==> src/design/svang_pkg.sv <==
// svang_pkg: constants, control struct, opcode codes and arctangent table
// for the signed vector angle block. No dependencies.
package svang_pkg;

  localparam int CORDIC_STAGES_DEF = 16;
  localparam int COORD_BITS_DEF    = 16;

  localparam int ANG_W   = 17;
  localparam int NT_W    = 33;
  localparam int CB_W    = 15;
  localparam int Z_W     = 32;
  localparam int CFG_IDX_W = 2;

  localparam logic [14:0] GAIN_Q15 = 15'd19898;
  localparam logic signed [ANG_W-1:0] PI_Q13      = 17'sd25736;
  localparam logic signed [ANG_W-1:0] HALF_PI_Q13 = 17'sd12868;
  localparam logic signed [ANG_W-1:0] TWO_PI_Q13  = 17'sd51472;
  localparam logic signed [Z_W-1:0]   HALF_PI_Q29 = 32'sd843314857;

  localparam logic [CFG_IDX_W-1:0] REG_NULL_THRESHOLD = 2'd0;
  localparam logic [CFG_IDX_W-1:0] REG_COS_BAND       = 2'd1;

  typedef enum logic [1:0] {
    OP_SIGNED   = 2'd0,
    OP_POSITIVE = 2'd1,
    OP_SHORT    = 2'd2,
    OP_UNDEF    = 2'd3
  } op_t;

  typedef struct packed {
    logic       vld;
    logic [1:0] opcode;
    logic       d_pos;
    logic       dot_neg;
  } ctl_t;

  function automatic logic [Z_W-1:0] atan_q29(input int i);
    logic [Z_W-1:0] v;
    case (i)
      0:  v = 32'd421657428;
      1:  v = 32'd248918915;
      2:  v = 32'd131521918;
      3:  v = 32'd66762579;
      4:  v = 32'd33510843;
      5:  v = 32'd16771758;
      6:  v = 32'd8387925;
      7:  v = 32'd4194219;
      8:  v = 32'd2097141;
      9:  v = 32'd1048575;
      10: v = 32'd524288;
      11: v = 32'd262144;
      12: v = 32'd131072;
      13: v = 32'd65536;
      14: v = 32'd32768;
      15: v = 32'd16384;
      16: v = 32'd8192;
      17: v = 32'd4096;
      18: v = 32'd2048;
      19: v = 32'd1024;
      20: v = 32'd512;
      21: v = 32'd256;
      22: v = 32'd128;
      23: v = 32'd64;
      default: v = '0;
    endcase
    return v;
  endfunction

endpackage

==> src/design/svang_sqrt_cell.sv <==
// svang_sqrt_cell: one cell of the square root chain, settles root bit K.
// Depends on svang_pkg.
module svang_sqrt_cell #(
  parameter int K   = 0,
  parameter int SQW = 8,
  parameter int RW  = 4,
  parameter int DW  = 8
) (
  input  logic                       clk,
  input  logic                       rst_n,
  input  logic                       en,
  input  svang_pkg::ctl_t            ctl_i,
  input  logic [SQW-1:0]             rem_i,
  input  logic [RW-1:0]              root_i,
  input  logic [DW-1:0]              dm_i,
  output svang_pkg::ctl_t            ctl_o,
  output logic [SQW-1:0]             rem_o,
  output logic [RW-1:0]              root_o,
  output logic [DW-1:0]              dm_o
);
  import svang_pkg::*;

  ctl_t           ctl_r;
  logic [SQW-1:0] rem_r, rem_nxt;
  logic [RW-1:0]  root_r, root_nxt;
  logic [DW-1:0]  dm_r;
  logic [SQW:0]   trial;
  logic           ge;

  always_comb begin
    trial    = ((SQW+1)'(root_i) << (K + 1)) | ((SQW+1)'(1) << (2 * K));
    ge       = {1'b0, rem_i} >= trial;
    rem_nxt  = ge ? rem_i - trial[SQW-1:0] : rem_i;
    root_nxt = root_i | (RW'(ge) << K);
  end

  always_ff @(posedge clk) begin
    if (!rst_n) begin
      ctl_r <= '0;
    end else if (en) begin
      ctl_r <= ctl_i;
    end
  end

  always_ff @(posedge clk) begin
    if (en) begin
      rem_r  <= rem_nxt;
      root_r <= root_nxt;
      dm_r   <= dm_i;
    end
  end

  assign ctl_o  = ctl_r;
  assign rem_o  = rem_r;
  assign root_o = root_r;
  assign dm_o   = dm_r;
endmodule

==> config.mk <==
export PLATFORM = sky130hd
export DESIGN_NAME = svang_sqrt_cell
export DESIGN_NICKNAME = d
export VERILOG_FILES = /design/src/design/svang_pkg.sv /design/src/design/svang_sqrt_cell.sv
export SDC_FILE = /design/constraint.sdc
export NUM_CORES = 1
export LEC_CHECK = 0
export BUFFER_PORTS_ARGS = -buffer_cell sky130_fd_sc_hd__buf_2
export CORE_MARGIN = 2
export CORE_UTILIZATION = 41
export CTS_CLUSTER_DIAMETER = 80
export DETAILED_ROUTE_END_ITERATION = 6
export GPL_TIMING_DRIVEN = 1
export HOLD_SLACK_MARGIN = 0.03
export PLACE_DENSITY = 0.72
export SYNTH_ARGS = -nofsm -noshare
export SYNTH_HDL_FRONTEND = slang
export SYNTH_SLANG_ARGS = --single-unit
export TNS_END_PERCENT = 100
==> constraint.sdc <==
create_clock -name clk -period 1.65 [get_ports clk]
set_input_delay 0.0825 -clock clk [delete_from_list [all_inputs] [get_ports clk]]
set_output_delay 0.0825 -clock clk [all_outputs]
set_load 0.01 [all_outputs]
==> results of run 1 <==
==> final timing paths <==
path / end / start / cells after the start
worst max-delay path: rem_o[5] / rem_i[3] / 6
worst min-delay path: ctl_o[0] / ctl_i[0] / 3
worst max register to register: ctl_o[3] / ctl_o[3] / 3
worst min register to register: ctl_o[2] / ctl_o[2] / 2
==> Yosys cell counts <==
| cell | instances |
|---|---|
| nor3_1 | 2 |
| fa_1 | 1 |
| or2_2 | 1 |
| o211ai_1 | 1 |
| and3_1 | 1 |
| a21boi_0 | 1 |
| nand4b_1 | 1 |
| a21oi_2 | 1 |
| a311oi_1 | 1 |
| a21oi_1 | 3 |
| o21ai_0 | 4 |
| a21o_2 | 1 |
| a41oi_1 | 1 |
| ha_1 | 5 |
| inv_1 | 5 |
| nor2b_1 | 7 |
| nor2_1 | 3 |
| o41ai_1 | 1 |
| edfxtp_1 | 20 |
| or4_1 | 1 |
| mux2i_1 | 5 |
| xor2_1 | 1 |
| nand2b_1 | 1 |
| nand2_1 | 2 |
| a2111oi_0 | 1 |
| xnor2_1 | 2 |
| and3_2 | 1 |
| clkbuf_1 | 1 |
| mux2_2 | 4 |
| dfxtp_1 | 5 |
| a221o_1 | 1 |
==> through the flow <==
step / setup WS [ns] / setup TNS (ns) / util, % / instances / cell area [µm²]
final: 0.168 / 0 / 64.6 / 199 / 1750
after detailed placement: -0.144 / -0.712 / 58.4 / 181 / 1580
after global placement: -0.0937 / -0.372 / 58.4 / 181 / 1580
after global routing: 0.105 / 0 / 64.6 / 199 / 1750
after floorplan: 0.00492 / 0 / - / 85 / 1180
after CTS: 0.190 / 0 / 64.6 / 199 / 1750
==> report_power, final <==
part / leakage [µW] / internal (µW) / switching [µW]
Clock: 0.0000150 / 94.1 / 160
Sequential: 0.000237 / 745 / 13.2
Combinational: 0.000542 / 185 / 159
Total: 0.000794 / 1020 / 332
==> cell type report <==
| cell class | instances | area (µm²) |
|---|---|---|
| clock buffer | 4 | 26.3 |
| fill | 212 | 960 |
| inverter | 5 | 18.8 |
| multi-input combinational | 54 | 460 |
| sequential | 25 | 701 |
| tap | 31 | 38.8 |
| timing repair buffer | 80 | 505 |
==> worst register-to-register path, cell delays in order, from the launching register on <==
cell,delay (ns)
dfxtp_1,0.33
mux2i_1,0.12
nor2b_1,0.06
dlygate4sd3_1,0.55
==> routing by layer <==
layer  up-vias  part of all wire (%)  global-route usage, %
li1        486                     -                      -
met1       462                    39                   16.3
met2        41                    53                   33.0
met3         2                   7.7                   2.49
met4         0                  0.47                   5.98
met5         -                     0                      0
==> cells in the final DEF, fill, tap and decap left out, types with 2 or more instances in the layout <==
master and n:
nor2b_1 7, edfxtp_1 20, mux2i_1 5, o21ai_0 3, dfxtp_1 5, nor3_1 2
nor2_1 3, dlygate4sd3_1 14, xnor2_1 2, buf_4 14, nand2_1 2, a21oi_1 3
buf_2 52, ha_1 3, clkbuf_4 3, inv_1 4, mux2_4 3
==> what timing repair did <==
action,CTS,global route
resized for setup,0,0
hold buffers,14,0
endpoints found under the hold margin,13,0
==> registers in the layout, summed over array words and instances (netlist names) <==
name    count
ctl_o       5
dm_o        8
rem_o       8
root_o      4
==> cells by family after synthesis <==
logic type | Yosys count | share of synthesized area, %
AO/OA/AOI/OAI | 16 | 9.75
XOR/XNOR | 3 | 2.28
adder cells (fa/ha/maj) | 6 | 7.15
buffers and inverters | 6 | 1.95
flip-flops | 25 | 60.7
multiplexers | 9 | 8.23
AND/OR/NAND/NOR | 20 | 9.97
==> results.json, run 1 <==
{
  "outcome": "complete, no violations",
  "timing.slew.headroom_pct": 61.6,
  "rsz0062_at_grt": "no",
  "synth.top_cell.area_share_pct": 52.0,
  "cts.sinks": 25,
  "grt_pass1_wl_um": 4060,
  "max_stage_delay_ns": 0.48,
  "setup_viol": 0,
  "num_vias": 991,
  "leakage_uw": 0.000794,
  "reg2reg_slack_ns": 0.50,
  "diodes": 0,
  "grt_max_degree": 26,
  "cts_buffers": 3,
  "clkLatencyLatePin_ns": 0.30,
  "ant_nets": 0,
  "num_rows": 19,
  "cp.arrival_ns": 1.64,
  "io_buffers": 52,
  "route.detailed.drc": 0,
  "ys_ff_latch": 25,
  "dp_hpwl_um": 1980,
  "crit_path_cell_trace": "buf_2 > ha_1 > and3_1 > a221o_1 > or4_1 > o211ai_1",
  "vias_per_cell": 4.98,
  "synth_area_leaders": "edfxtp_1 52%, dfxtp_1 8.7%, ha_1 5.4%",
  "hold_class": "primary input to register",
  "finClkSkew_ns": 0,
  "yosys.cell_types.count": 31,
  "cp_slowest_cell": "or4_1",
  "core_area_mm2": 0.00271,
  "postSynthAreaPerCell_um2": 13.6,
  "die-area_mm2": 0.00326,
  "antenna_found_initial": 0,
  "fmax_mhz": 675,
  "io_pins": 53,
  "hold_ws_ns": 0.0512,
  "ir_drop_v": 0.000551,
  "post-route-period-util_pct": 89.8,
  "hold_viol": 0,
  "first_pass_iters": 2,
  "max-cap-violations": 0,
  "cts_buffer_depth": 2,
  "crit_type": "primary input to register",
  "grt_pass1_vias": 986,
  "cp_top_family": "simple AND/OR/NAND/NOR gates",
  "first_iter_violations": 32,
  "yosysSeqAreaShare_pct": 60.7,
  "cts_setup_buffers": 0,
  "finalCriticalPeriod_ns": 1.48,
  "layout-drive-gt1-share_pct": 48.2,
  "clk_pin_slew_ns": 0.13,
  "initial_utilization_pct": 42.6,
  "critPathMaxFanout": 7,
  "drv_slew": 0,
  "wl_per_cell_um": 12.7,
  "crit_required_ns": 1.81,
  "power_density_mw_per_mm2": 775,
  "power_uw": 1360,
  "fin_nets": 203,
  "yosysTopAreaCell": "edfxtp_1",
  "cp-start-kind": "primary input",
  "die_height_um": 57.1,
  "yosysWarnings": 0,
  "syn_nets": 119,
  "die_x_um": 57.1,
  "overflow": 0,
  "grtUsageTotal_pct": 16.3,
  "endpoint_kind": "register",
  "htreeDepth": 1,
  "synth.cell_area_mm2": 0.00115,
  "syn2layout_area_growth_pct": 51.6,
  "syn_inst": 85,
  "path_buf_inv": 1,
  "cts_root_buffer": "clkbuf_4",
  "tightestPinTransition_ns": 0.576,
  "routed_wl_um": 2530,
  "routabilityCongestion": 0.819,
  "cts_tree": "yes"
}
(Power assumes the default switching activity.)
==> inputs of run 2 (changes only) <==
--- a/config.mk
+++ b/config.mk
@@ -6,13 +6,15 @@
 export NUM_CORES = 1
 export LEC_CHECK = 0
 export BUFFER_PORTS_ARGS = -buffer_cell sky130_fd_sc_hd__buf_2
+export CELL_PAD_IN_SITES_DETAIL_PLACEMENT = 1
+export CELL_PAD_IN_SITES_GLOBAL_PLACEMENT = 1
 export CORE_MARGIN = 2
-export CORE_UTILIZATION = 41
+export CORE_UTILIZATION = 31
 export CTS_CLUSTER_DIAMETER = 80
 export DETAILED_ROUTE_END_ITERATION = 6
 export GPL_TIMING_DRIVEN = 1
 export HOLD_SLACK_MARGIN = 0.03
-export PLACE_DENSITY = 0.72
+export PLACE_DENSITY = 0.71
 export SYNTH_ARGS = -nofsm -noshare
 export SYNTH_HDL_FRONTEND = slang
 export SYNTH_SLANG_ARGS = --single-unit
==> run 2 against run 1 <==
  * Sequential share of layout area up 0.58 points
  * Final cell count up 4.5%
  * Clock skew unchanged
  * Clock power up 33%
  * Largest cell class unchanged
==> results.json, run 2 (synthesis results as in run 1) <==
{
  "tightestPinTransition_ns": 0.567,
  "io_buffers": 52,
  "wl_met1_um": 1090,
  "routed_wl_um": 2640,
  "die_height_um": 65.0,
  "die_x_um": 65.0,
  "layout_commonest_cell": "buf_2",
  "setup_viol": 0,
  "fmax_mhz": 652,
  "finish.utilization_pct": 47.5,
  "syn2layout_area_growth_pct": 49.4,
  "ir_drop_v": 0.000324,
  "fin_area_mm2": 0.00173,
  "endpoint_kind": "register",
  "outcome": "complete, no violations",
  "wl_per_cell_um": 12.7,
  "initial_utilization_pct": 31.8,
  "crit_path_cell_trace": "buf_2 > inv_1 > ha_2 > and3_1 > a221o_1 > or4_1 > o211ai_1",
  "finalCriticalPeriod_ns": 1.53,
  "regArea_um2": 701,
  "critPathMaxFanout": 8,
  "cp-start-kind": "primary input",
  "drv_slew": 0,
  "clkLatencyLatePin_ns": 0.26,
  "max-cap-violations": 0,
  "dp_hpwl_um": 2010,
  "core_area_mm2": 0.00363,
  "overflow": 0,
  "crit_required_ns": 1.75,
  "top_layer": "met4",
  "routabilityCongestion": 0.772,
  "die-area_mm2": 0.00423,
  "max_stage_delay_ns": 0.48,
  "cts_tree": "yes",
  "ant_nets": 0,
  "crit_type": "primary input to register",
  "grt_max_degree": 26,
  "num_vias": 946,
  "clk_pin_slew_ns": 0.08,
  "htreeDepth": 1,
  "timing.slew.headroom_pct": 62.2,
  "fillerInstances": 425,
  "hold_class": "primary input to register",
  "wl_met2_um": 1390,
  "first_iter_violations": 25,
  "io_pins": 53,
  "power_density_mw_per_mm2": 824,
  "multi_input_area_um2": 463,
  "grt_pass1_wl_um": 4200,
  "wl_met3_um": 140,
  "first_pass_iters": 4,
  "cts_buffer_depth": 2,
  "grtUsageTotal_pct": 12.8,
  "fin_nets": 195,
  "rsz0062_at_grt": "no",
  "setup_tns_ns": 0,
  "cts.sinks": 25,
  "leakage_uw": 0.000761,
  "cp.arrival_ns": 1.64,
  "grt_pass1_vias": 986,
  "antenna_found_initial": 0,
  "cts_root_buffer": "clkbuf_8",
  "vias_per_cell": 4.55,
  "finClkSkew_ns": 0,
  "route.detailed.drc": 0,
  "diodes": 0,
  "cp_slowest_cell": "or4_1",
  "layout-drive-gt1-share_pct": 48.1,
  "final_cell_mix": "52 x buf_2, 20 x edfxtp_1, 11 x dlygate4sd3_1",
  "hold_viol": 0,
  "placed_area_mm2": 0.00157,
  "post-route-period-util_pct": 92.9,
  "cts_buffers": 3,
  "num_rows": 22
}
[run 2: metal layers]
| layer | up-vias | track usage [%] |
|---|---|---|
| met5 | - | 0 |
| met4 | 0 | 5.47 |
| met3 | 2 | 1.39 |
| met2 | 38 | 24.2 |
| met1 | 437 | 14.5 |
| li1 | 469 | - |
[run 2: cell type report]
type	count	area share (%)
clock buffers	4	2.61
multi-input cells	54	26.8
flip-flops and latches	25	40.6
repair buffers	72	25.4
well taps	48	3.48
inverters	5	1.09
[run 2: worst paths after layout]
path	start	to	slack, ns	cells after the start
worst min register to register	ctl_o[1]	ctl_o[1]	0.52	2
worst max register to register	ctl_o[3]	ctl_o[3]	1.04	2
worst min-delay path	rst_n	ctl_o[2]	0.08	2
worst max-delay path	root_i[2]	rem_o[5]	0.12	7
[run 2: metrics by stage]
stage / cells / hold slack, ns / setup WS (ns) / total power (µW)
2_1_floorplan: 85 / 0.181 / 0.00492 / 932
3_3_place_gp: 193 / 0.259 / -0.125 / 1070
3_5_place_dp: 193 / 0.261 / -0.212 / 1080
4_1_cts: 208 / 0.0816 / 0.0650 / 1440
5_1_grt: 208 / 0.104 / 0.0196 / 1500
6_report: 208 / 0.0791 / 0.117 / 1420
[run 2: what timing repair did]
action	in CTS	in global routing
buffers inserted	0	0
endpoints found under the setup margin	0	1
hold buffers	11	0
hold endpoints to repair	11	0
gates resized for setup	0	1
[run 2: critical path: cells and delay by family]
kind | cells | cell delay [ns]
and+or+nand+nor | 2 | 0.64
adders and majority gates | 1 | 0.30
AOI/OAI and AO/OA | 2 | 0.45
buffers and inverters | 2 | 0.16
[run 2: where the power goes]
| part | total [µW] | switching [µW] | internal (µW) |
|---|---|---|---|
| clock | 339 | 167 | 172 |
| sequential | 758 | 12.9 | 745 |
| combinational | 325 | 154 | 171 |
