===== config.mk =====
export PLATFORM = sky130hd
export DESIGN_NAME = svang_cordic_cell
export DESIGN_NICKNAME = d
export VERILOG_FILES = /design/src/design/svang_pkg.sv /design/src/design/svang_cordic_cell.sv
export SDC_FILE = /design/constraint.sdc
export NUM_CORES = 1
export LEC_CHECK = 0
export ABC_AREA = 0
export ABC_CLOCK_PERIOD_IN_PS = 5500
export BUFFER_PORTS_ARGS = -buffer_cell sky130_fd_sc_hd__buf_4
export CAP_MARGIN = 20
export CORE_MARGIN = 2
export CORE_UTILIZATION = 50
export CTS_BUF_LIST = sky130_fd_sc_hd__clkbuf_4 sky130_fd_sc_hd__clkbuf_8 sky130_fd_sc_hd__clkbuf_16
export CTS_CLUSTER_SIZE = 20
export DETAILED_ROUTE_END_ITERATION = 7
export GPL_TIMING_DRIVEN = 0
export HOLD_SLACK_MARGIN = 0.02
export PLACE_DENSITY_LB_ADDON = 0.2
export SLEW_MARGIN = 15
export SYNTH_ARGS = -nofsm -noshare
export SYNTH_HDL_FRONTEND = slang
export SYNTH_SLANG_ARGS = --single-unit

===== constraint.sdc =====
create_clock -name clk -period 5.5 [get_ports clk]
set_input_delay 0.275 -clock clk [delete_from_list [all_inputs] [get_ports clk]]
set_output_delay 0.275 -clock clk [all_outputs]
set_load 0.01 [all_outputs]

===== src/design/svang_pkg.sv =====
// svang_pkg: constants, control struct, opcode codes and arctangent table
// for the signed vector angle block. No dependencies.
package svang_pkg;

  localparam int CORDIC_STAGES_DEF = 16;
  localparam int COORD_BITS_DEF    = 16;

  localparam int ANG_W   = 17;
  localparam int NT_W    = 33;
  localparam int CB_W    = 15;
  localparam int Z_W     = 32;
  localparam int CFG_IDX_W = 2;

  localparam logic [14:0] GAIN_Q15 = 15'd19898;
  localparam logic signed [ANG_W-1:0] PI_Q13      = 17'sd25736;
  localparam logic signed [ANG_W-1:0] HALF_PI_Q13 = 17'sd12868;
  localparam logic signed [ANG_W-1:0] TWO_PI_Q13  = 17'sd51472;
  localparam logic signed [Z_W-1:0]   HALF_PI_Q29 = 32'sd843314857;

  localparam logic [CFG_IDX_W-1:0] REG_NULL_THRESHOLD = 2'd0;
  localparam logic [CFG_IDX_W-1:0] REG_COS_BAND       = 2'd1;

  typedef enum logic [1:0] {
    OP_SIGNED   = 2'd0,
    OP_POSITIVE = 2'd1,
    OP_SHORT    = 2'd2,
    OP_UNDEF    = 2'd3
  } op_t;

  typedef struct packed {
    logic       vld;
    logic [1:0] opcode;
    logic       d_pos;
    logic       dot_neg;
  } ctl_t;

  function automatic logic [Z_W-1:0] atan_q29(input int i);
    logic [Z_W-1:0] v;
    case (i)
      0:  v = 32'd421657428;
      1:  v = 32'd248918915;
      2:  v = 32'd131521918;
      3:  v = 32'd66762579;
      4:  v = 32'd33510843;
      5:  v = 32'd16771758;
      6:  v = 32'd8387925;
      7:  v = 32'd4194219;
      8:  v = 32'd2097141;
      9:  v = 32'd1048575;
      10: v = 32'd524288;
      11: v = 32'd262144;
      12: v = 32'd131072;
      13: v = 32'd65536;
      14: v = 32'd32768;
      15: v = 32'd16384;
      16: v = 32'd8192;
      17: v = 32'd4096;
      18: v = 32'd2048;
      19: v = 32'd1024;
      20: v = 32'd512;
      21: v = 32'd256;
      22: v = 32'd128;
      23: v = 32'd64;
      default: v = '0;
    endcase
    return v;
  endfunction

endpackage


===== src/design/svang_cordic_cell.sv =====
// svang_cordic_cell: one vectoring micro-rotation of the CORDIC chain.
// Depends on svang_pkg for the arctangent table.
module svang_cordic_cell #(
  parameter int I  = 0,
  parameter int XW = 8,
  parameter int DW = 8
) (
  input  logic                           clk,
  input  logic                           rst_n,
  input  logic                           en,
  input  svang_pkg::ctl_t                ctl_i,
  input  logic signed [XW-1:0]           x_i,
  input  logic signed [XW-1:0]           y_i,
  input  logic signed [svang_pkg::Z_W-1:0] z_i,
  input  logic [DW-1:0]                  dm_i,
  output svang_pkg::ctl_t                ctl_o,
  output logic signed [XW-1:0]           x_o,
  output logic signed [XW-1:0]           y_o,
  output logic signed [svang_pkg::Z_W-1:0] z_o,
  output logic [DW-1:0]                  dm_o
);
  import svang_pkg::*;

  ctl_t                  ctl_r;
  logic signed [XW-1:0]  x_r, y_r, x_nxt, y_nxt, xs, ys;
  logic signed [Z_W-1:0] z_r, z_nxt, step;
  logic [DW-1:0]         dm_r;

  always_comb begin
    xs   = x_i >>> I;
    ys   = y_i >>> I;
    step = $signed(atan_q29(I));
    if (!y_i[XW-1]) begin
      x_nxt = x_i + ys;
      y_nxt = y_i - xs;
      z_nxt = z_i + step;
    end else begin
      x_nxt = x_i - ys;
      y_nxt = y_i + xs;
      z_nxt = z_i - step;
    end
  end

  always_ff @(posedge clk) begin
    if (!rst_n) begin
      ctl_r <= '0;
    end else if (en) begin
      ctl_r <= ctl_i;
    end
  end

  always_ff @(posedge clk) begin
    if (en) begin
      x_r  <= x_nxt;
      y_r  <= y_nxt;
      z_r  <= z_nxt;
      dm_r <= dm_i;
    end
  end

  assign ctl_o = ctl_r;
  assign x_o   = x_r;
  assign y_o   = y_r;
  assign z_o   = z_r;
  assign dm_o  = dm_r;
endmodule


==> run summary, run 1 <==
outcome - finished clean
Area Growth Syn to Fin - 28.84%
Peak Freq - 299.0 MHz
share of layout cells above drive strength 1 - 28.60%
total negative slack - 0 ns
CTS Root Cell - clkbuf_8
Place WS - 1.851 ns
clk buf depth - 2
Worst Hold Class - input port to register
first-pass GRT wire length - 17.01 mm
Mapped Nets - 546
Pre-antenna DRT Iters - 4
pwr dens - 258.8 nW/um^2
drt total wl - 10.52 mm
Die Width - 97.48 um
IO Pins - 125
# clock sinks - 60
RSZ-0062 raised after global routing - no
Critical Path Sink Type - register
WP data arrival - 3.43 ns
final hold slack - 0.1071 ns
post-placement cell count - 662
nets - 682
# diodes - 0
top_reg_cell synth - edfxtp_1
Skew-Pair Late Insertion Delay - 0.34 ns
critical path peak fanout - 18
Final Max Tran Viols - 0
Core Box Area - 8593 um^2
Max VDD drop - 0.1218 mV
1st-iter DRT viols - 124
DP Area - 5446 um^2
Post-synth ARST share - 0%
row count - 34
minimum clock period - 3.345 ns
most frequent cells in the layout - buf_4, edfxtp_1, ha_1
slowest CP cell - clkbuf_1
clock slew at reported path FFs - 0.08 ns
Netlist cell types - 57
Clock Skews - 0 ns
max_slew headroom - 40.73%
CTS tree - done
fin crit share - 60.81%
Crit path max-delay family - buffers and inverters
post-CTS resize count - 0
# hold bufs at CTS - 0
Final WS setup - 2.155 ns
pin count of the biggest net entering global routing - 57
initial core utilization - 50.84%
Routed Antenna Nets - 0
RD Place Congestion - 0.8620
Post-Syn Area - 4369 um^2
Finish-stage setup viols - 0
worst slew pin tran - 0.8890 ns
critical path cell sequence - buf_4 > inv_1 > clkbuf_1 > buf_6 > ha_1 > buf_2 > nand4_1 > nor2_2 > a2111oi_4 > a21oi_1 > nor3b_2 > o21ai_1 > xor2_1
post-synthesis sequential area ratio - 40.09%
IO Port Bufs - 124
DIE AREA - 9502 um^2
crit start category - input port
final number of hold-violating endpoints - 0
critical path class - input port to register
CP peak stage delay - 0.69 ns
DR WL/cell - 15.52 um
total number of vias - 3,650
drt via density - 5.383
Layout Cells excl Fill - 678
Die H - 97.48 um
Static Leakage - 2.533 nW
Req. time, crit path - 5.58 ns
drt drc - 0
#FFs+latches synth - 60
dpl hpwl - 7.863 mm
final instance area - 5629 um^2
max-cap violation count - 0
CTS buffer count - 9
GRT overflow - 0
vias in the first global route - 3,560
antenna violations before repair - 0
Buf+Inv Stages, Crit Path - 5
H-Tree Depth - 3
synthesis warning total - 0
Avg Synthesized Cell Area - 10.18 um^2
number of flops mapped to enable cells by yosys - 55
synthesized instance count - 429
number of post-CTS setup repair buffers - 0
Global Route Usage Sum - 22.02%
commonest non-fill, non-tap cell in the layout - buf_4
## registers in the layout, summed over array words and instances, names as in the netlist
register,count
y_o,7
ctl_o,5
z_o,32
dm_o,8
x_o,8
## layout make-up
cell class	count	area, um^2
plain buffers	13	56.30
clock buffers	9	123.9
clock inverters	7	58.81
fillers	731	2964
inverters	31	116.4
multi-input cells	325	2445
flip-flops and latches	60	1752
well taps	108	135.1
repair buffers	125	942.2
## metrics by stage
stage / utilization (%) / total power, W
finish: 65.51 / 0.001457
global route: 65.51 / 0.001535
CTS: 65.51 / 0.001468
detailed placement: 63.38 / 0.001082
global placement: 63.25 / 0.001070
floorplan: - / 0.0008816
## logic make-up after synthesis
group,after synthesis,synth area share (%)
compound gates,121,18.44
xor+xnor,35,7.016
fa+ha+maj,53,15.86
buf+inv,44,3.952
flops,60,40.09
mux,12,2.749
simple gates,104,11.88
## layer usage
layer  vias up  share of wire, %  GRT usage [%]
li1       1826                 -              -
met1      1706                45          29.42
met2       112                49          36.92
met3         6               5.1          4.460
met4         0              0.76          5.235
met5         -                 0              0
## power breakdown
group / internal, W / switching (W) / total, W
combinational: 0.000227 / 0.000252 / 0.000479
clock: 0.000170 / 0.000210 / 0.000380
sequential: 0.000580 / 0.0000177 / 0.000598
total: 0.000977 / 0.000480 / 0.00146
## cell usage after synthesis (9+ instances only)
cell type / n / area (um^2)
a21o_1: 11 / 82.58
a21oi_1: 44 / 220.2
nand2_1: 33 / 123.9
inv_1: 31 / 116.4
ha_1: 49 / 613.1
o21ai_0: 25 / 125.1
xnor2_1: 24 / 210.2
xor2_1: 11 / 96.34
nor2b_1: 12 / 75.07
nor2_1: 19 / 71.32
nand3_1: 9 / 45.04
edfxtp_1: 55 / 1652
clkbuf_1: 9 / 33.78
mux2i_1: 12 / 120.1
## worst paths after layout
path	from	end	slack, ns	cells past startpoint
hold reg to reg	ctl_o[1]	ctl_o[1]	0.53	2
setup reg to reg	ctl_o[3]	ctl_o[3]	4.86	2
hold / removal	dm_i[4]	dm_o[4]	0.11	1
setup / recovery	y_i[7]	z_o[27]	2.16	13
(Power assumes the default switching activity.)
==> run 2: changes to the inputs <==
--- a/config.mk
+++ b/config.mk
@@ -5,8 +5,8 @@
 export SDC_FILE = /design/constraint.sdc
 export NUM_CORES = 1
 export LEC_CHECK = 0
-export ABC_AREA = 0
-export ABC_CLOCK_PERIOD_IN_PS = 5500
+export ABC_AREA = 1
+export ABC_CLOCK_PERIOD_IN_PS = 3500
 export BUFFER_PORTS_ARGS = -buffer_cell sky130_fd_sc_hd__buf_4
 export CAP_MARGIN = 20
 export CORE_MARGIN = 2
==> constraint.sdc (replaced) <==
create_clock -name clk -period 3.5 [get_ports clk]
set_input_delay 0.175 -clock clk [delete_from_list [all_inputs] [get_ports clk]]
set_output_delay 0.175 -clock clk [all_outputs]
set_load 0.01 [all_outputs]
==> run 2 against run 1 <==
Die area rose by 14%. Cell area rose by 14%. Area after synthesis increased by 15%. Sequential share of layout area down 3.7 points. First-iteration DRC count increased by 65%. Clock power grew 54%. Flip-flop and latch count stayed put. Critical path depth grew 1. Power up 60%. Largest cell class unchanged. Highest routed layer unchanged.
==> run summary, run 2 <==
post-placement cell count - 944 (was 662)
row count - 36 (was 34)
commonest cells in the netlist - nand2_1, inv_1, edfxtp_1, nor2_1, ha_1 (was edfxtp_1, ha_1, a21oi_1)
# diodes - 0 (unchanged)
nets - 950 (was 682)
initial core utilization - 51.31% (was 50.84%)
most frequent cells in the layout - nand2_1, buf_4, inv_1 (was buf_4, edfxtp_1, ha_1)
RSZ-0062 raised after global routing - no (unchanged)
top-area cell type share of the netlist area - 32.93% (was 37.80%)
# clock sinks - 60 (unchanged)
DIE AREA - 10,850 um^2 (was 9502 um^2)
mux contribution to synthesized area - 0% (was 2.749%)
post-CTS resize count - 0 (unchanged)
antenna violations before repair - 0 (unchanged)
clock slew at reported path FFs - 0.08 ns (about the same)
Final Max Tran Viols - 0 (unchanged)
Max VDD drop - 0.2254 mV (was 0.1218 mV)
Netlist cell types - 33 (was 57)
fin crit share - 74.06%
Place WS - 0.2341 ns (was 1.851 ns)
CTS buffer count - 9 (unchanged)
worst slew pin tran - 0.7733 ns (was 0.8890 ns)
drt drc - 0 (unchanged)
DR WL/cell - 13.10 um (was 15.52 um)
Post-Syn Area - 5015 um^2 (was 4369 um^2)
Static Leakage - 3.451 nW (was 2.533 nW)
Worst R2R Setup Slack - 2.82 ns (was 4.86 ns)
WL met3 - 750 um (was 534 um)
Finish-stage setup viols - 0 (unchanged)
Die H - 104.1 um (was 97.48 um)
max-cap violation count - 0 (unchanged)
total number of vias - 4,803 (was 3,650)
RD Place Congestion - 0.9141 (was 0.8620)
Clock Skews - 0 ns (unchanged)
pwr dens - 364.3 nW/um^2 (was 258.8 nW/um^2)
pin count of the biggest net entering global routing - 62 (was 57)
area leader, netlist - edfxtp_1 (unchanged)
1st-iter DRT viols - 205 (was 124)
Die Width - 104.1 um (was 97.48 um)
Layout Cells excl Fill - 971 (was 678)
vias in the first global route - 4,476 (was 3,560)
WP data arrival - 2.70 ns (was 3.43 ns)
share of layout cells above drive strength 1 - 20.88% (was 28.60%)
final number of hold-violating endpoints - 0 (unchanged)
critical path peak fanout - 16 (was 18)
commonest non-fill, non-tap cell in the layout - nand2_1 (was buf_4)
crit start category - input port (unchanged)
routed wl met2 - 5.902 mm (was 5.151 mm)
drt total wl - 12.72 mm (was 10.52 mm)
synthesized instance count - 687 (was 429)
top_reg_cell synth - edfxtp_1 (unchanged)
synthesis warning total - 0 (unchanged)
Worst Hold Class - input port to register (unchanged)
Post-synth ARST share - 0% (unchanged)
Routed Antenna Nets - 0 (unchanged)
fraction of the mapped netlist area in simple logic gates - 29.94% (was 11.88%)
Largest register FFs - 32 (unchanged)
most numerous cell in the Yosys netlist - nand2_1 (was edfxtp_1)
Post-Synth XOR/XNOR Area - 3.668% (was 7.016%)
total negative slack - 0 ns (unchanged)
minimum clock period - 2.592 ns
Area Growth Syn to Fin - 27.59% (was 28.84%)
first-pass GRT wire length - 20.92 mm (was 17.01 mm)
post-layout util - 65.46% (was 65.51%)
GRT overflow - 0 (unchanged)
Core Box Area - 9774 um^2 (was 8593 um^2)
Final WS setup - 0.9078 ns (was 2.155 ns)
IO Port Bufs - 124 (unchanged)
clk buf depth - 2 (unchanged)
post-synthesis sequential area ratio - 34.93% (was 40.09%)
Critical Path Sink Type - register (unchanged)
H-Tree Depth - 3 (unchanged)
outcome - finished clean (unchanged)
Max Used Layer - met4 (unchanged)
Global Route Usage Sum - 23.73% (was 22.02%)
max_slew headroom - 48.44% (was 40.73%)
largest family of logic cells by synthesized area - simple AND/OR/NAND/NOR gates (was compound AO/OA/AOI/OAI gates)
drt via density - 4.946 (was 5.383)
Peak Freq - 385.8 MHz
Mapped Nets - 804 (was 546)
critical path class - input port to register (unchanged)
Compound-Gate Fraction of Synth Area - 7.610% (was 18.44%)
CTS Root Cell - clkbuf_8 (unchanged)
M1 WL - 5.943 mm (was 4.757 mm)
#FFs+latches synth - 60 (unchanged)
Skew-Pair Late Insertion Delay - 0.34 ns (about the same)
IO Pins - 125 (unchanged)
Pre-antenna DRT Iters - 5 (was 4)
adder-cell share of the synthesized area - 13.82% (was 15.86%)
CTS tree - done (unchanged)
dpl hpwl - 9.844 mm (was 7.863 mm)
Avg Synthesized Cell Area - 7.300 um^2 (was 10.18 um^2)
final hold slack - 0.05066 ns (was 0.1071 ns)
Req. time, crit path - 3.61 ns (was 5.58 ns)
number of flops mapped to enable cells by yosys - 55 (unchanged)
dominant cells by area after synthesis - edfxtp_1, nand2_1, ha_1 (was edfxtp_1, ha_1, a21oi_1)
## run 2: cell count changes after synthesis, sizes merged, moves of 9 or more
cell,change
a21o,-10
a21oi,-12
inv,+89
mux2i,-12
nand2,+202
nand3,+40
nor2,+37
nor2b,-12
o21ai,-11
xnor2,-23
xor2,+9
## run 2: through the flow
stage / total power, W / instance area [um^2]
6_report: 0.002331 / 6399
5_1_grt: 0.002470 / 6399
4_1_cts: 0.002333 / 6384
3_5_place_dp: 0.001742 / 6112
3_3_place_gp: 0.001722 / 6112
2_1_floorplan: 0.001413 / 5015
## run 2: layer usage
metal | up-vias | GRT usage (%)
li1 | 2476 | -
met2 | 163 | 40.23
met5 | - | 0
met3 | 11 | 4.449
met4 | 0 | 5.502
met1 | 2153 | 31.53
## run 2: cell families (layout without fill, tap and decap cells)
family,Yosys count,count (layout)
AND/OR/NAND/NOR,357,357
buffers and inverters,129,280
AO/OA/AOI/OAI,67,67
flip-flops,60,60
adder cells (fa/ha/maj),53,53
XOR/XNOR,21,21
## run 2: critical path, stage by stage
cell and delay (ns):
buf_4 0.19, buf_2 0.20, inv_1 0.17, clkbuf_1 0.49, buf_8 0.23, ha_1 0.30
nand2_1 0.15, inv_2 0.06, a21oi_2 0.22, nand3_1 0.23, nand2_1 0.14, nand2_1 0.05
nand2_1 0.05, nand2_1 0.04
## run 2: layout make-up
cell class	instances	area [um^2]
fill	829	3376
multi-input combinational	498	2760
sequential	60	1752
timing repair buffer	135	1046
inverter	120	450.4
tap	133	166.4
clock buffer	10	131.4
buffer	9	52.55
clock inverter	6	40.04
## run 2: final timing paths
kind	start	endpoint	depth (start not counted)
min reg2reg	ctl_o[1]	ctl_o[1]	2
max reg2reg	ctl_o[2]	ctl_o[2]	2
max	y_i[7]	z_o[22]	14
min	ctl_i[1]	ctl_o[1]	3
## run 2: report_power, final
group	internal [W]	leakage, nW	switching, W
Sequential	0.000903	0.579	0.0000286
Clock	0.000264	0.0798	0.000324
Combinational	0.000348	2.79	0.000465
## run 2: repair_timing
item,CTS,global route
buffers inserted,0,0
endpoints found under the hold margin,10,0
hold buffers,10,0
==> run 3: changes to the inputs <==
--- a/config.mk
+++ b/config.mk
@@ -5,8 +5,8 @@
 export SDC_FILE = /design/constraint.sdc
 export NUM_CORES = 1
 export LEC_CHECK = 0
-export ABC_AREA = 1
-export ABC_CLOCK_PERIOD_IN_PS = 3500
+export ABC_AREA = 0
+export ABC_CLOCK_PERIOD_IN_PS = 2600
 export BUFFER_PORTS_ARGS = -buffer_cell sky130_fd_sc_hd__buf_4
 export CAP_MARGIN = 20
 export CORE_MARGIN = 2
==> constraint.sdc (replaced) <==
create_clock -name clk -period 2.6 [get_ports clk]
set_input_delay 0.13 -clock clk [delete_from_list [all_inputs] [get_ports clk]]
set_output_delay 0.13 -clock clk [all_outputs]
set_load 0.01 [all_outputs]
==> run 3 against run 2 <==
Critical path depth down 3. Critical endpoint is now z_o[26]. Highest routed layer unchanged. Clock power grew 34%. Utilization increased by 1.9 points. Largest power group unchanged. Sequential share of layout area rose by 2.9 points.
==> run summary, run 3 (synthesized netlist as in run 1, its figures left out) <==
minimum clock period - 2.499 ns
IO Pins - 125 (unchanged)
drt total wl - 10.48 mm (was 12.72 mm)
critical path cell sequence - buf_6 > inv_1 > clkbuf_8 > ha_1 > a21oi_2 > o21ai_1 > a211oi_2 > o211ai_1 > a21oi_1 > o21ai_0 > xor2_1 (was buf_4 > buf_2 > inv_1 > clkbuf_1 > buf_8 > ha_1 > nand2_1 > inv_2 > a21oi_2 > nand3_1 > nand2_1 > nand2_1 > nand2_1 > nand2_1)
met1 GRT Util - 27.75% (was 31.53%)
pin count of the biggest net entering global routing - 57 (was 62)
CTS buffer count - 9 (unchanged)
Crit path max-delay family - compound AO/OA/AOI/OAI gates (was buffers and inverters)
fin crit share - 96.12%
clk buf depth - 2 (unchanged)
row count - 34 (was 36)
1st-iter DRT viols - 155 (was 205)
CP peak stage delay - 0.38 ns (was 0.49 ns)
Core Box Area - 8593 um^2 (was 9774 um^2)
Skew-Pair Late Insertion Delay - 0.33 ns (was 0.34 ns)
vias in the first global route - 3,628 (was 4,476)
GR Util met2 - 36.76% (was 40.23%)
share of layout cells above drive strength 1 - 28.99% (was 20.88%)
nets - 695 (was 950)
grt met3 use - 5.540% (was 4.449%)
Static Leakage - 2.603 nW (was 3.451 nW)
Pre-antenna DRT Iters - 4 (was 5)
pwr dens - 534.5 nW/um^2 (was 364.3 nW/um^2)
outcome - finished clean (unchanged)
CTS Root Cell - clkbuf_8 (unchanged)
max-cap violation count - 0 (unchanged)
most frequent cells in the layout - buf_4, edfxtp_1, ha_1 (was nand2_1, buf_4, inv_1)
initial core utilization - 50.84% (was 51.31%)
DIE AREA - 9502 um^2 (was 10,850 um^2)
# clock sinks - 60 (unchanged)
RSZ-0062 raised after global routing - yes (was no)
dpl hpwl - 7.759 mm (was 9.844 mm)
IO Port Bufs - 124 (unchanged)
final instance area - 5787 um^2 (was 6399 um^2)
clock slew at reported path FFs - 0.08 ns (about the same)
Max VDD drop - 0.2438 mV (was 0.2254 mV)
Final Max Tran Viols - 0 (unchanged)
RD Place Congestion - 0.9059 (was 0.9141)
Largest register FFs - 32 (unchanged)
critical path peak fanout - 23 (was 16)
Finish-stage setup viols - 0 (unchanged)
Routed Antenna Nets - 0 (unchanged)
total number of vias - 3,736 (was 4,803)
Area Growth Syn to Fin - 32.45% (was 27.59%)
Clock Skews - 0 ns (unchanged)
CTS tree - done (unchanged)
DR WL/cell - 15.16 um (was 13.10 um)
drt drc - 0 (unchanged)
drt via density - 5.407 (was 4.946)
crit start category - input port (unchanged)
Place WS - -0.7176 ns (was 0.2341 ns)
critical path class - input port to register (unchanged)
GRT overflow - 0 (unchanged)
Req. time, crit path - 2.68 ns (was 3.61 ns)
Die Width - 97.48 um (was 104.1 um)
Critical Path Sink Type - register (unchanged)
DP Area - 5436 um^2 (was 6112 um^2)
worst slew pin tran - 0.7331 ns (was 0.7733 ns)
Buf+Inv Stages, Crit Path - 3 (was 6)
slowest CP cell - ha_1 (was clkbuf_1)
first-pass GRT wire length - 16.95 mm (was 20.92 mm)
Global Route Usage Sum - 21.87% (was 23.73%)
Final WS setup - 0.1008 ns (was 0.9078 ns)
Die H - 97.48 um (was 104.1 um)
GR peak layer - met2 (unchanged)
Peak Freq - 400.1 MHz
post-layout util - 67.34% (was 65.46%)
commonest non-fill, non-tap cell in the layout - buf_4 (was nand2_1)
antenna violations before repair - 0 (unchanged)
WP data arrival - 2.58 ns (was 2.70 ns)
H-Tree Depth - 3 (unchanged)
Final Power - 0.003093 W (was 0.002331 W)
final number of hold-violating endpoints - 0 (unchanged)
Worst Hold Class - input port to register (unchanged)
max_slew headroom - 51.12% (was 48.44%)
# diodes - 0 (unchanged)
-- run 3: layout make-up --
cell class              instances  area (um^2)
clock buffers                   9        123.9
well taps                     108        135.1
repair buffers                138         1067
flip-flops and latches         60         1752
clock inverters                 7        56.30
fillers                       674         2806
plain buffers                  13        66.31
inverters                      31        116.4
multi-input cells             325         2470
-- run 3: worst min-delay path, stage by stage --
cell	delay, ns
buf_4	0.08
mux2i_1	0.05
nor2b_1	0.09
-- run 3: worst paths after layout --
path             from  slack (ns)  cells past startpoint        to
max            y_i[7]        0.10                     11   z_o[26]
min          ctl_i[2]        0.04                      3  ctl_o[2]
min reg2reg  ctl_o[0]        0.52                      2  ctl_o[0]
max reg2reg  ctl_o[3]        1.96                      2  ctl_o[3]
-- run 3: stage by stage --
| stage | setup TNS (ns) | instances | hold slack (ns) |
|---|---|---|---|
| floorplan | 0 | 429 | 0.2289 |
| global placement | -9.195 | 661 | 0.3085 |
| detailed placement | -9.785 | 661 | 0.3109 |
| CTS | 0 | 688 | 0.04203 |
| global route | -0.01449 | 691 | 0.02533 |
| finish | 0 | 691 | 0.04292 |
-- run 3: power by group --
| part | internal, W | switching [W] |
|---|---|---|
| registers | 0.00123 | 0.0000387 |
| clock network | 0.000359 | 0.000429 |
| logic | 0.000502 | 0.000538 |
| total | 0.00209 | 0.00101 |
-- run 3: routing by layer --
metal / vias to the layer above / share of wire (%) / wire [um]
met2: 130 / 48 / 5074
met3: 22 / 5.7 / 595
met4: 0 / 2.0 / 205
met5: - / 0 / 0
li1: 1858 / - / -
met1: 1726 / 44 / 4599
-- run 3: repair_timing --
item,CTS,global route
buffers inserted,0,3
pin swaps,1,4
endpoints found under the setup margin,16,7
hold endpoints to repair,11,0
resized for setup,4,4
hold buffers,11,0
